File: config.mk
export PLATFORM = sky130hd
export DESIGN_NAME = tmet_pick
export DESIGN_NICKNAME = d
export VERILOG_FILES = /design/src/sv/tmet_pkg.sv /design/src/sv/tmet_pick.sv
export SDC_FILE = /design/constraint.sdc
export NUM_CORES = 1
export LEC_CHECK = 0
export BUFFER_PORTS_ARGS = -buffer_cell sky130_fd_sc_hd__buf_4
export CAP_MARGIN = 20
export CORE_ASPECT_RATIO = 1.1
export CORE_UTILIZATION = 39
export DETAILED_ROUTE_END_ITERATION = 8
export GPL_ROUTABILITY_DRIVEN = 1
export PLACE_DENSITY = 0.85
export SETUP_SLACK_MARGIN = 0.4
export SYNTH_ARGS = -nofsm -noshare
export SYNTH_HDL_FRONTEND = slang
export SYNTH_SLANG_ARGS = --single-unit
export TNS_END_PERCENT = 30
File: constraint.sdc
create_clock -name vclk -period 3.7
set_clock_uncertainty 0.05 [all_clocks]
set_input_delay 0.555 -clock vclk [all_inputs]
set_output_delay 0.555 -clock vclk [all_outputs]
set_load 0.005 [all_outputs]
File: src/sv/tmet_pkg.sv
// Shared types, codes and default sizes of the tournament minimum-event tree.
package tmet_pkg;

    localparam int LEVELS_DEF       = 10;
    localparam int SINGLE_PAIRS_DEF = 300;
    localparam int TIME_W           = 32;
    localparam int IDX_W            = 10;
    localparam int OP_W             = 2;

    typedef enum logic [OP_W-1:0] {
        OP_LOAD   = 2'd0,
        OP_BUILD  = 2'd1,
        OP_UPDATE = 2'd2
    } t_op;

    typedef enum logic [2:0] {
        ST_CLEAR,
        ST_IDLE,
        ST_UP,
        ST_BUILD,
        ST_DONE
    } t_state;

    // One tree node: time and the particle that owns it.
    typedef struct packed {
        logic [TIME_W-1:0] tm;
        logic [IDX_W-1:0]  win;
    } t_entry;

endpackage

File: src/sv/tmet_pick.sv
// Match unit: picks the winner of two children by time, tie to the chosen side.
module tmet_pick import tmet_pkg::*; (
    input  t_entry i_left,
    input  t_entry i_right,
    input  logic   i_left_tie,
    output t_entry o_win
);

    logic left_less;
    logic left_eq;

    // Compare times as unsigned values
    assign left_less = i_left.tm < i_right.tm;
    assign left_eq   = i_left.tm == i_right.tm;

    // Select the winner, tie resolved by i_left_tie
    assign o_win = (left_less || (i_left_tie && left_eq)) ? i_left : i_right;

endmodule

==> results.yml <==
timing:
  max_clock_freq_ghz: 0.305
  setup_tns_ns: 0
  transition_time_at_the_pin_with_the_least_slew_margin_ns: 0.434
  slew_violations: 0
  rsz0062_at_grt: "yes"
  final-hold-violation-count: 0
  finalCriticalPeriod_ns: 3.28
  timing.final.ws_setup_ns: 0.423
  final-setup-viol-count: 0
  worst_slew_margin_rel_pct: 70.7
  layout_worst_path_cycle_share_pct: 88.6
pwr:
  power.sequential.fraction_pct: 0
  powerDensity_nw_per_um2: 154
  vdd_drop_max_uv: 100
  comb_power_share_pct: 100.0
  leakage_nw: 1.39
  netSwitchingPower_w: 0.000143
  power.share.clock_pct: 0
  p_int_w: 0.000254
  power_switching_share_pct: 36.0
route:
  post_drt_via_cell_ratio: 5.01
  detail_route.first_pass.iterations: 6
  post_route_ant_nets: 0
  vias: 1679
  drcViolationCount: 0
  drtIter0Drc: 28
  wire_per_inst_um: 13.6
  drt_wl_total_um: 4570
floorplanning:
  floorplan.initialDensity_pct: 40.5
  fp.dieArea_um2: 3700
  io-pin-count: 127
  dieHeight_um: 63.7
  coreArea_um2: 3330
  core.rowCount: 22
  dieWidth_um: 58.1
critical_path:
  path_common_cell: "buf_4"
  criticalPathCategory: "input pin to primary output"
  cp_max_fo: 8
  cp_slowest_cell: "nor4_4"
  cpPeakStageDelay_ns: 0.34
  timing.critical_path.max_delay_family: "buffers and inverters"
  nature_of_the_critical_path_startpoint: "input pin"
  signal_arrival_time_at_the_worst_endpoint_ns: 2.67
  worstPathRequired_ns: 3.09
  crit_path_cell_trace: "buf_4 > inv_1 > ha_1 > nand4_1 > nor3_2 > a21boi_2 > nor4_4 > a2bb2oi_4 > buf_12 > clkbuf_16 > mux2_2 > buf_4"
  cp.buffers_inverters: 5
  setup.worst_path.end_class: "primary output"
finish:
  final_common_cell: "buf_4"
  n_sequential_cell: 0
  num_antenna_cells: 0
  final-seq-area_um2: 0
  drive_above_1_share_pct: 63.8
  clock_buffers: 0
  final_net_count: 406
  areaGrowthSynthToFinish_pct: 91.1
  layout_common_cells: "buf_4 (126), mux2_2 (34), inv_1 (31)"
status:
  result_of_the_run: "finished, final reports clean"
placed_design:
  place.gp.congestion: 0.727
  place_ws_ns: 0.306
  i_o_buffers: 127
  detailed_place_hpwl_um: 3480
grt:
  antenna_found_initial: 0
  globalRouteMet1Util_pct: 22.6
  met3_usage_pct: 1.03
  grt-busiest-layer: "met2"
  grt_first_pass_wirelength_um: 6260
  grt_pass1_vias: 1537
  grt_overflow: 0
  grtUsageMet2_pct: 43.2
  grt_start_max_net_pins: 26
  grt_use_total_pct: 20.4
yosys:
  syn-instance-count: 157
  cell_area_after_synthesis_um2: 1350
  post_synth.cell_area_avg_um2: 8.60
  yosys_warnings: 0
  post_synth_num_cell_types: 26
  postSynthNetCount: 274
  portion_of_the_post_synthesis_area_used_by_sequential_elements_pct: 0
run:
  timing.max_cap.violations: 0
hold_path:
  min-delay-path-class: "input pin to primary output"
[power groups by stage]
stage,clock network (W),logic (W),registers [W]
after global placement,0,0.000335,0
after global routing,0,0.000429,0
after detailed placement,0,0.000342,0
after CTS,0,0.000346,0
final,0,0.000397,0
after floorplan,0,0.000167,0
[synth_stat cells]
library cell / n / area, µm²
a211o_1: 1 / 8.76
a211oi_1: 2 / 15.0
a21boi_0: 1 / 7.51
a21o_1: 4 / 30.0
a21oi_1: 11 / 55.1
a221o_1: 1 / 10.0
a2bb2oi_4: 1 / 26.3
and2_0: 1 / 6.26
and3_1: 1 / 6.26
and4_1: 1 / 8.76
buf_6: 4 / 45.0
ha_1: 32 / 400
inv_1: 32 / 120
mux2_1: 7 / 78.8
mux2_2: 35 / 394
nand2_1: 4 / 15.0
nand2b_1: 1 / 6.26
nand3_1: 3 / 15.0
nand4_1: 7 / 43.8
nor2b_1: 1 / 6.26
nor3_1: 2 / 10.0
nor4_2: 1 / 12.5
o211ai_1: 1 / 7.51
o21a_1: 1 / 7.51
o21ai_0: 1 / 5.00
o221ai_1: 1 / 8.76
[repair_timing]
item                       CTS  global route
setup buffers                0             1
pin swaps                    1             9
hold buffers                 0             0
resized for setup            1            18
setup endpoints to repair   42            42
gates cloned                 0             4
[final cells by class]
| cell class | instances | area (µm²) |
|---|---|---|
| fill | 263 | 751 |
| inverter | 32 | 120 |
| multi-input combinational | 121 | 1300 |
| tap | 48 | 60.1 |
| timing repair buffer | 134 | 1100 |
[worst paths after layout]
kind | start | to | slack [ns] | cells after the start
hold / removal | i_right[4] | o_win[4] | 1.34 | 3
setup / recovery | i_right[21] | o_win[0] | 0.42 | 12
[stage by stage]
stage	utilization, %	power, W	std cells	hold WS (ns)	area (µm²)
after global routing	77.5	0.000429	335	1.35	2580
after global placement	70.4	0.000335	330	1.34	2350
after floorplan	-	0.000167	157	1.17	1350
final	77.5	0.000397	335	1.34	2580
after detailed placement	70.4	0.000342	330	1.34	2350
after CTS	70.5	0.000346	330	1.34	2350
[layer usage]
metal | wire [µm] | share of wire, % | up-vias
met5 | 0 | 0 | -
met1 | 1640 | 36 | 766
li1 | - | - | 830
met4 | 63 | 1.4 | 0
met2 | 2610 | 57 | 77
met3 | 259 | 5.7 | 6
[logic make-up (layout without fill, tap and decap cells)]
| logic type | count (synthesis) | count (layout) | synth area share, % |
|---|---|---|---|
| AOI/OAI and AO/OA | 25 | 25 | 13.4 |
| adders and majority gates | 32 | 32 | 29.7 |
| buffers and inverters | 36 | 166 | 12.2 |
| muxes | 42 | 42 | 35.0 |
| and+or+nand+nor | 22 | 22 | 9.64 |
Note: power is estimated with default switching activity, not from simulation.
